### src/design/bcdc_pkg.sv
package bcdc_pkg;

    // Input actions
    localparam logic ACT_TICK = 1'b0;
    localparam logic ACT_INCR = 1'b1;

    // Digit select codes for an increment word
    localparam logic [2:0] SEL_HOUR_TENS   = 3'd0;
    localparam logic [2:0] SEL_HOUR_ONES   = 3'd1;
    localparam logic [2:0] SEL_MINUTE_TENS = 3'd2;
    localparam logic [2:0] SEL_MINUTE_ONES = 3'd3;
    localparam logic [2:0] SEL_SECOND_TENS = 3'd4;
    localparam logic [2:0] SEL_SECOND_ONES = 3'd5;

    // Configuration register indexes
    localparam logic [2:0] REG_TICKS_PER_SECOND = 3'd0;
    localparam logic [2:0] REG_ALARM_HHMM       = 3'd1;
    localparam logic [2:0] REG_RELAY_ONE_ON     = 3'd2;
    localparam logic [2:0] REG_RELAY_ONE_OFF    = 3'd3;
    localparam logic [2:0] REG_RELAY_TWO_ON     = 3'd4;
    localparam logic [2:0] REG_RELAY_TWO_OFF    = 3'd5;

    localparam int PRESCALE_W = 14;
    localparam int HHMM_W     = 12;

    // Reset values of the configuration registers
    localparam logic [PRESCALE_W-1:0] TPS_RESET       = 14'd10000;
    localparam logic [HHMM_W-1:0]     ALARM_RESET     = 12'd10;
    localparam logic [HHMM_W-1:0]     RELAY1_ON_RESET  = 12'd10;
    localparam logic [HHMM_W-1:0]     RELAY1_OFF_RESET = 12'd20;
    localparam logic [HHMM_W-1:0]     RELAY2_ON_RESET  = 12'd20;
    localparam logic [HHMM_W-1:0]     RELAY2_OFF_RESET = 12'd30;

    typedef struct packed {
        logic [1:0] hour_tens;
        logic [3:0] hour_ones;
        logic [2:0] minute_tens;
        logic [3:0] minute_ones;
        logic [2:0] second_tens;
        logic [3:0] second_ones;
        logic       alarm_pin;
        logic       relay_one_pin;
        logic       relay_two_pin;
    } result_t;

endpackage

### src/design/bcdc_time_core.sv
module bcdc_time_core (
    input  logic                         aclk,
    input  logic                         aresetn,
    input  logic                         cfg_write,
    input  logic [2:0]                   cfg_index,
    input  logic [bcdc_pkg::PRESCALE_W-1:0] cfg_data,
    input  logic                         item_accept,
    input  logic                         action,
    input  logic [2:0]                   digit_select,
    output bcdc_pkg::result_t            res_next
);

    logic [bcdc_pkg::PRESCALE_W-1:0] tps_reg;
    logic [bcdc_pkg::HHMM_W-1:0]     alarm_reg;
    logic [bcdc_pkg::HHMM_W-1:0]     r1_on_reg, r1_off_reg, r2_on_reg, r2_off_reg;

    logic [bcdc_pkg::PRESCALE_W-1:0] prescale_reg, prescale_next, prescale_inc;
    logic [1:0] ht_reg, ht_next;
    logic [3:0] ho_reg, ho_next;
    logic [2:0] mt_reg, mt_next;
    logic [3:0] mo_reg, mo_next;
    logic [2:0] st_reg, st_next;
    logic [3:0] so_reg, so_next;
    logic [1:0] relay_reg, relay_next;
    logic [bcdc_pkg::HHMM_W-1:0] now_hhmm;

    // Pin is low inside the window; equal bounds keep the old level.
    function automatic logic relay_level(input logic [11:0] now, input logic [11:0] on_t,
                                         input logic [11:0] off_t, input logic old);
        logic lvl;
        if (on_t < off_t) begin
            lvl = !(now >= on_t && now < off_t);
        end else if (on_t > off_t) begin
            lvl = !(now >= on_t || now < off_t);
        end else begin
            lvl = old;
        end
        return lvl;
    endfunction

    always_comb begin
        prescale_inc  = prescale_reg + 14'd1;
        prescale_next = prescale_reg;
        ht_next = ht_reg;
        ho_next = ho_reg;
        mt_next = mt_reg;
        mo_next = mo_reg;
        st_next = st_reg;
        so_next = so_reg;
        if (action == bcdc_pkg::ACT_TICK) begin
            if (prescale_inc == tps_reg) begin
                prescale_next = '0;
                so_next = so_reg + 4'd1;
                if (so_next > 4'd9) begin
                    st_next = st_next + 3'd1;
                    so_next = '0;
                end
                if (st_next > 3'd5) begin
                    mo_next = mo_next + 4'd1;
                    st_next = '0;
                end
                if (mo_next > 4'd9) begin
                    mt_next = mt_next + 3'd1;
                    mo_next = '0;
                end
                if (mt_next > 3'd5) begin
                    ho_next = ho_next + 4'd1;
                    mt_next = '0;
                end
                if (ho_next > 4'd9) begin
                    ht_next = ht_next + 2'd1;
                    ho_next = '0;
                end
                // Reaching 24:00:00 rolls over to midnight.
                if (ht_next > 2'd1 && ho_next > 4'd3) begin
                    ht_next = '0;
                    ho_next = '0;
                    mt_next = '0;
                    mo_next = '0;
                    st_next = '0;
                    so_next = '0;
                end
            end else begin
                prescale_next = prescale_inc;
            end
        end else begin
            case (digit_select)
                bcdc_pkg::SEL_HOUR_TENS:   ht_next = ht_reg + 2'd1;
                bcdc_pkg::SEL_HOUR_ONES:   ho_next = ho_reg + 4'd1;
                bcdc_pkg::SEL_MINUTE_TENS: mt_next = mt_reg + 3'd1;
                bcdc_pkg::SEL_MINUTE_ONES: mo_next = mo_reg + 4'd1;
                bcdc_pkg::SEL_SECOND_TENS: st_next = st_reg + 3'd1;
                bcdc_pkg::SEL_SECOND_ONES: so_next = so_reg + 4'd1;
                default: ;
            endcase
            if (so_next > 4'd9) so_next = '0;
            if (st_next > 3'd5) st_next = '0;
            if (mo_next > 4'd9) mo_next = '0;
            if (mt_next > 3'd5) mt_next = '0;
            // The hour ones check sees hour tens before its own wrap.
            if (ho_next > 4'd9 || (ht_next > 2'd1 && ho_next > 4'd3)) ho_next = '0;
            if (ht_next > 2'd2) ht_next = '0;
        end

        now_hhmm = 12'(ht_next) * 12'd1000 + 12'(ho_next) * 12'd100
                 + 12'(mt_next) * 12'd10 + 12'(mo_next);

        relay_next[0] = relay_level(now_hhmm, r1_on_reg, r1_off_reg, relay_reg[0]);
        relay_next[1] = relay_level(now_hhmm, r2_on_reg, r2_off_reg, relay_reg[1]);

        res_next.hour_tens     = ht_next;
        res_next.hour_ones     = ho_next;
        res_next.minute_tens   = mt_next;
        res_next.minute_ones   = mo_next;
        res_next.second_tens   = st_next;
        res_next.second_ones   = so_next;
        res_next.alarm_pin     = (now_hhmm == alarm_reg);
        res_next.relay_one_pin = relay_next[0];
        res_next.relay_two_pin = relay_next[1];
    end

    always_ff @(posedge aclk) begin
        if (!aresetn) begin
            tps_reg    <= bcdc_pkg::TPS_RESET;
            alarm_reg  <= bcdc_pkg::ALARM_RESET;
            r1_on_reg  <= bcdc_pkg::RELAY1_ON_RESET;
            r1_off_reg <= bcdc_pkg::RELAY1_OFF_RESET;
            r2_on_reg  <= bcdc_pkg::RELAY2_ON_RESET;
            r2_off_reg <= bcdc_pkg::RELAY2_OFF_RESET;
        end else if (cfg_write) begin
            case (cfg_index)
                bcdc_pkg::REG_TICKS_PER_SECOND: tps_reg    <= cfg_data;
                bcdc_pkg::REG_ALARM_HHMM:       alarm_reg  <= cfg_data[11:0];
                bcdc_pkg::REG_RELAY_ONE_ON:     r1_on_reg  <= cfg_data[11:0];
                bcdc_pkg::REG_RELAY_ONE_OFF:    r1_off_reg <= cfg_data[11:0];
                bcdc_pkg::REG_RELAY_TWO_ON:     r2_on_reg  <= cfg_data[11:0];
                bcdc_pkg::REG_RELAY_TWO_OFF:    r2_off_reg <= cfg_data[11:0];
                default: ;
            endcase
        end
    end

    always_ff @(posedge aclk) begin
        if (!aresetn) begin
            prescale_reg <= '0;
            ht_reg       <= '0;
            ho_reg       <= '0;
            mt_reg       <= '0;
            mo_reg       <= '0;
            st_reg       <= '0;
            so_reg       <= '0;
            relay_reg    <= '0;
        end else if (item_accept) begin
            prescale_reg <= prescale_next;
            ht_reg       <= ht_next;
            ho_reg       <= ho_next;
            mt_reg       <= mt_next;
            mo_reg       <= mo_next;
            st_reg       <= st_next;
            so_reg       <= so_next;
            relay_reg    <= relay_next;
        end
    end

    a_hour_legal: assert property (@(posedge aclk) disable iff (!aresetn)
        ht_reg == 2'd2 |-> ho_reg <= 4'd3)
        else $error("hour digits past 23");

    a_second_legal: assert property (@(posedge aclk) disable iff (!aresetn)
        so_reg <= 4'd9 && st_reg <= 3'd5)
        else $error("second digits out of range");

    a_incr_keeps_prescale: assert property (@(posedge aclk) disable iff (!aresetn)
        item_accept && action == bcdc_pkg::ACT_INCR |=> $stable(prescale_reg))
        else $error("increment word moved the prescaler");

endmodule

### src/design/bcd_clock_alarm_relay_timer.sv
// The result word for an accepted item is registered in the output slot, or in the skid entry while m_ready holds it.
// One item per cycle while s_ready is high; the clock update is a single registered pass.
// A two-entry output buffer lets s_ready stay high while one result waits on m_ready.
// Reset (aresetn low, synchronous): clock at midnight, prescaler zero, relay pins low,
// registers to their defaults and the output buffer empty.
module bcd_clock_alarm_relay_timer (
    input  logic        aclk,
    input  logic        aresetn,
    input  logic        cfg_valid,
    output logic        cfg_ready,
    input  logic [2:0]  cfg_index,
    input  logic [13:0] cfg_data,
    input  logic        s_valid,
    output logic        s_ready,
    input  logic        s_action,
    input  logic [2:0]  s_digit_select,
    output logic        m_valid,
    input  logic        m_ready,
    output logic [1:0]  m_hour_tens,
    output logic [3:0]  m_hour_ones,
    output logic [2:0]  m_minute_tens,
    output logic [3:0]  m_minute_ones,
    output logic [2:0]  m_second_tens,
    output logic [3:0]  m_second_ones,
    output logic        m_alarm_pin,
    output logic        m_relay_one_pin,
    output logic        m_relay_two_pin
);

    bcdc_pkg::result_t res_next;
    bcdc_pkg::result_t out_reg, skid_reg;
    logic              out_valid_reg, skid_valid_reg;
    logic              s_accept;

    assign cfg_ready = 1'b1;
    assign s_ready   = !skid_valid_reg;
    assign s_accept  = s_valid && s_ready;

    bcdc_time_core u_core (
        .aclk         (aclk),
        .aresetn      (aresetn),
        .cfg_write    (cfg_valid && cfg_ready),
        .cfg_index    (cfg_index),
        .cfg_data     (cfg_data),
        .item_accept  (s_accept),
        .action       (s_action),
        .digit_select (s_digit_select),
        .res_next     (res_next)
    );

    always_ff @(posedge aclk) begin
        if (!aresetn) begin
            out_valid_reg  <= 1'b0;
            skid_valid_reg <= 1'b0;
        end else if (!out_valid_reg || m_ready) begin
            if (skid_valid_reg) begin
                out_valid_reg  <= 1'b1;
                skid_valid_reg <= 1'b0;
            end else begin
                out_valid_reg  <= s_accept;
            end
        end else if (s_accept) begin
            skid_valid_reg <= 1'b1;
        end
    end

    // The skid entry is always older than a new word, so it drains first.
    always_ff @(posedge aclk) begin
        if (!out_valid_reg || m_ready) begin
            if (skid_valid_reg) begin
                out_reg <= skid_reg;
            end else if (s_accept) begin
                out_reg <= res_next;
            end
        end else if (s_accept) begin
            skid_reg <= res_next;
        end
    end

    assign m_valid         = out_valid_reg;
    assign m_hour_tens     = out_reg.hour_tens;
    assign m_hour_ones     = out_reg.hour_ones;
    assign m_minute_tens   = out_reg.minute_tens;
    assign m_minute_ones   = out_reg.minute_ones;
    assign m_second_tens   = out_reg.second_tens;
    assign m_second_ones   = out_reg.second_ones;
    assign m_alarm_pin     = out_reg.alarm_pin;
    assign m_relay_one_pin = out_reg.relay_one_pin;
    assign m_relay_two_pin = out_reg.relay_two_pin;

    a_skid_behind_out: assert property (@(posedge aclk) disable iff (!aresetn)
        skid_valid_reg |-> out_valid_reg)
        else $error("skid entry held with the output slot empty");

    a_stall_fills_skid: assert property (@(posedge aclk) disable iff (!aresetn)
        s_accept && out_valid_reg && !m_ready |=> skid_valid_reg)
        else $error("word accepted under stall was not buffered");

    a_accept_gives_word: assert property (@(posedge aclk) disable iff (!aresetn)
        s_accept |=> out_valid_reg)
        else $error("accepted word produced no result");

endmodule

### config.mk
export PLATFORM = sky130hd
export DESIGN_NAME = bcd_clock_alarm_relay_timer
export DESIGN_NICKNAME = d
export VERILOG_FILES = /design/src/design/bcdc_pkg.sv /design/src/design/bcdc_time_core.sv /design/src/design/bcd_clock_alarm_relay_timer.sv
export SDC_FILE = /design/constraint.sdc
export NUM_CORES = 1
export LEC_CHECK = 0
export BUFFER_PORTS_ARGS = -buffer_cell sky130_fd_sc_hd__buf_2
export CAP_MARGIN = 40
export CORE_UTILIZATION = 63
export DETAILED_ROUTE_END_ITERATION = 16
export PLACE_DENSITY = 0.87
export RECOVER_POWER = 100
export SYNTH_ARGS = -nofsm -noshare
export SYNTH_HDL_FRONTEND = slang
export SYNTH_SLANG_ARGS = --single-unit
### constraint.sdc
create_clock -name aclk -period 9.1 [get_ports aclk]
set_input_delay 0.91 -clock aclk [delete_from_list [all_inputs] [get_ports aclk]]
set_output_delay 0.91 -clock aclk [all_outputs]
set_load 0.01 [all_outputs]
# == Word-level counts from Yosys, hierarchy flattened ==
# Cells that the tools add are included.
# word_totals
regBits,158
in_bits,26
out_inout_bits,26
elab_cells,179
# op_classes
addsub,10
n_mul,3
magnitude_cmp,23
eq_ne,12
muxes,66
bitwise,3
n_reduce_logical,28
# ops
operator,count
4-bit 2-to-1 mux,29
3-bit 2-to-1 mux,20
12-bit < comparator,4
23-bit 2-to-1 mux,2
12-bit >= comparator,2
12-bit > comparator,2
4-bit > comparator (second input constant),6
2-bit 2-to-1 mux,9
2-bit AND reduction,9
14-bit by 1-bit adder with 14-bit output (second input constant),1
14-bit equality test,1
14-bit 2-to-1 mux,1
12-bit by 11-bit adder with 12-bit output,1
12-bit by 4-bit adder with 12-bit output,1
12-bit by 7-bit adder with 12-bit output,1
4-bit by 1-bit adder with 4-bit output (second input constant),3
12-bit equality test,1
3-bit by 2-bit equality test with 1-bit output (second input constant),4
3-bit equality test (second input constant),4
3-bit > comparator (second input constant),4
2-bit by 7-bit multiplier with 9-bit output (second input constant),1
4-bit by 5-bit multiplier with 9-bit output (second input constant),1
4-bit by 2-bit > comparator with 1-bit output (second input constant),2
3-bit by 1-bit adder with 3-bit output (second input constant),2
13 further kinds,34

# == Longest topological paths before layout ==
# logic_depth
depth_word,37
ltp_mapped,40
mapped_depth_nobuf,38

# == Modules after synthesis ==
# A second synthesis with hierarchy kept.
# hier_totals
cells_unflattened,1303
hier_area_um2,11006.8
# by_module_without_submodules
mod,instances,cells_each,area_each_um2,seq_area_each_um2
bcdc_time_core,1,1219,9150.0,2202.1
bcd_clock_alarm_relay_timer,1,84,1856.8,1421.4

# == Worst setup path before layout ==
# OpenSTA, ideal clock, no wires.
# synth_timing
path_kind,reg-to-reg
start,register u_core.st_reg[1]
end,"register out_reg, in the netlist m_relay_one_pin (data pin)"
setup_ps,291
t_arrival_ps,7210
required_ps,8809
setup_slack_ps,1599
stages_incl_launch_ff,39
path_buffers,3
synth_period_minus_slack_ps,7501
cell_sequence,dfxtp_1 > ha_1 > clkbuf_1 > and2_1 > nand4_1 > and3_1 > buf_6 > o311a_4 > nor3b_4 > buf_6 > o31ai_1 > a21oi_1 > nor2_1 > ha_1 > ha_1 > ha_1 > inv_1 > fa_1 > [3 not listed] > nor2b_1 > o21ai_0 > a21boi_0 > o21a_1 > nor2_1 > o21ai_0 > xnor2_1 > inv_1 > ha_1 > nand2_1 > nor3_1 > a221o_1 > a31oi_1 > nand4b_1 > o31ai_1 > nor2_1 > o21ai_2 > a41oi_1
# synth_lines
element,line_no,text
"start, declared",bcdc_time_core.sv:22,"logic [2:0] st_reg, st_next;"
"start signal, assigned",bcdc_time_core.sv:159,st_reg <= st_next;
"end signal, assigned",bcd_clock_alarm_relay_timer.sv:71,out_reg <= skid_reg;
"end signal, assigned",bcd_clock_alarm_relay_timer.sv:73,out_reg <= res_next;
"end, declared",bcd_clock_alarm_relay_timer.sv:31,"bcdc_pkg::result_t out_reg, skid_reg;"

==> run metrics <==
status complete, but fails checks; failing checks capacitance limit, slew limit; hold endpoint u_core.r1_off_reg[3]$_SDFFE_PN0P_; worst-margin pin slew 3.76 ns; hpwl dp 21.9 mm; TritonCTS clock tree done; Max Cap Viol 2; area grow syn2layout 8.28%; cell count after synthesis 1350; nets@finish 1525; relative slew slack -151%; Top FF cell, synth dfxtp_1; beginning of the worst hold path u_core.r1_off_reg[3]$_SDFFE_PN0P_; Worst setup EP type flop; Post-Place Cells 1582; final hold violation count 0; CTS H-tree depth 4; total global-route track usage 33.7%; # port buffers 50; Core Box Area 0.0174 mm^2; post-placement cell area 0.0116 mm^2; Routed WL 30.3 mm; Tcrit/Tclk final 93.9%; Critical R2R Capture m_relay_two_pin$_DFFE_PP_; vias in the first global route 9605; Reg2Reg Depth 37; largest net degree at the start of global routing 80; top-level I/O count 52; Power per Cell Area 172 mW/mm^2; Hold WC Path Type flop to flop; clock-pin transition on the worst setup and hold timing paths 0.07 ns; ratio of cells with drive above 1 in the final layout 9.06%; Synthesis Warnings 0; top-count cell post-synth nand2_1; Max FO, Critical Path 9; Most common cell on crit path ha_1; Leak 4.95 nW; endpoints failing setup 0; Worst EP arrival 8.71 ns; Critical Path Max Stage Delay 0.51 ns; Final GP Congestion 0.937; Starting DRT DRC Count 1000; Die Wd 135 um; Synth area leader dfxtp_1; multi-input combinational cell area 0.00693 mm^2; clk sinks 158; Avg WL per Cell 18.7 um; Hold WS 0.454 ns; drc violations 0; final instance area 0.0121 mm^2; Commonest cells post-synth nand2_1 (229), a21oi_1 (113), ha_1 (113); R2R Setup Slk 0.56 ns; full die area 0.0183 mm^2; Final Critical Period 8.54 ns; Diodes inserted 0; Area contributors post-synth dfxtp_1 (20%), ha_1 (13%), edfxtp_1 (12%); Non-Filler Instances 1616; # rows 48; Die Ht 135 um; antenna violations before repair 0; CP max-delay cell fa_1; TNS Setup 0 ns; root buf cell clkbuf_16; Seq cells post-synth 158; share of the synthesized area in the top cell type 20.0%; type of origin of the critical path flop; fin util 69.9%; final slew viol count 116; Via density 6.30; first-pass GRT wire length 48.3 mm; synthesized area per cell 8.30 um^2; number of flip-flops in the largest register 23; Buf/Inv on CP 5; final setup margin 0.557 ns; R2R Path Start u_core.st_reg[1]$_SDFFE_PN0P_; Worst EP required 9.26 ns; hold-fix buffer count after cts 0; Max clock buf depth 2; Antenna Nets Post-Route 0; Crit Path Category flop to flop; peak supply drop 0.155 mV; Starting Density 64.5%; FILL cells 1371; cell depth of the worst setup path 37; worst hold stages 2; Inserted Clock Buffers 17; clock latency on the worst-skew pair 0.44 ns; pre-CTS WS 0.627 ns; Synth Cell Area 0.0112 mm^2; Total Power 2.09 mW; via count 10200; delay-heaviest family, CP compound AO/OA/AOI/OAI gates; Seq/Total Area, Yosys 32.3%; unrepaired setup endpoints after global routing no; 1st-pass router iterations 6; FFs w/ async S/R, synth 0%; Unique masters post-synth 104; Worst Skew 0.00927 ns; register area 0.00362 mm^2; EDFF count, synth 46; grt ovf 0; Max Clk Rate 0.117 GHz; net count after synthesis 1497
-- power breakdown --
group	internal (mW)	switching [mW]	total, mW
Sequential	0.764	0.0273	0.791
Combinational	0.223	0.342	0.565
Clock	0.414	0.317	0.730
Total	1.40	0.686	2.09
-- worst max path at each step --
| stage | to | startpoint |
|---|---|---|
| after global placement | m_relay_two_pin$_DFFE_PP_ | u_core.st_reg[1]$_SDFFE_PN0P_ |
| after floorplan | m_relay_one_pin$_DFFE_PP_ | u_core.st_reg[1]$_SDFFE_PN0P_ |
| after detailed placement | m_relay_two_pin$_DFFE_PP_ | u_core.st_reg[1]$_SDFFE_PN0P_ |
| after CTS | m_relay_two_pin$_DFFE_PP_ | u_core.st_reg[1]$_SDFFE_PN0P_ |
| after global routing | m_relay_two_pin$_DFFE_PP_ | u_core.prescale_reg[0]$_SDFFE_PN0P_ |
| final | m_relay_two_pin$_DFFE_PP_ | u_core.st_reg[1]$_SDFFE_PN0P_ |
-- logic make-up after synthesis --
family	Yosys count	synth area share, %
multiplexers	12	1.22
AND/OR/NAND/NOR	516	22.4
flip-flops	158	32.3
XOR/XNOR	51	4.19
AO/OA/AOI/OAI	337	20.0
buffers and inverters	154	5.79
other	1	0.0335
adder cells (fa/ha/maj)	121	14.1
-- routing by layer --
| metal | part of all wire (%) | vias up | GRT usage (%) |
|---|---|---|---|
| li1 | - | 4856 | - |
| met1 | 42 | 4744 | 42.8 |
| met4 | 3.7 | 0 | 14.4 |
| met3 | 7.1 | 92 | 5.16 |
| met2 | 47 | 489 | 56.7 |
| met5 | 0 | - | 0 |
-- tightest hold or removal path, stage by stage (launching register included) --
cell	delay, ns
dfxtp_1	0.31
nand2_1	0.05
a21oi_1	0.05
-- what timing repair did --
item	CTS	global route
endpoints found under the setup margin	0	4
setup buffers	0	2
resized for setup	0	4
-- layout make-up --
cell class,count,share of cell area [%]
Sequential cell,158,29.9
Inverter,92,2.85
Timing Repair Buffer,71,2.89
Tap cell,225,2.32
Clock buffer,20,3.94
Clock inverter,12,0.990
Multi-Input combinational cell,1038,57.1
-- cells in the final DEF, fill, tap and decap left out, drive strengths merged, types with 5 or more instances in the layout --
master | synthesis | final
a21o | 22 | 22
a21oi | 115 | 115
a31oi | 12 | 12
and2 | 14 | 14
and3 | 6 | 6
buf | 23 | 36
clkbuf | 39 | 55
clkinv | 1 | 6
dfxtp | 112 | 112
edfxtp | 46 | 46
fa | 8 | 8
ha | 113 | 113
inv | 91 | 97
mux2 | 10 | 10
nand2 | 229 | 229
nand2b | 17 | 17
nand3 | 52 | 52
nand3b | 5 | 5
nand4 | 14 | 14
nor2 | 78 | 78
nor2b | 14 | 14
nor3 | 37 | 37
nor3b | 8 | 8
nor4 | 11 | 11
o2111ai | 6 | 6
o211ai | 16 | 16
o21a | 9 | 9
o21ai | 76 | 76
o22ai | 6 | 6
o31ai | 14 | 14
o32ai | 5 | 5
or2 | 5 | 5
or3 | 7 | 7
or4 | 6 | 6
xnor2 | 25 | 25
xor2 | 26 | 26
Note: power is estimated with default switching activity, not from simulation.
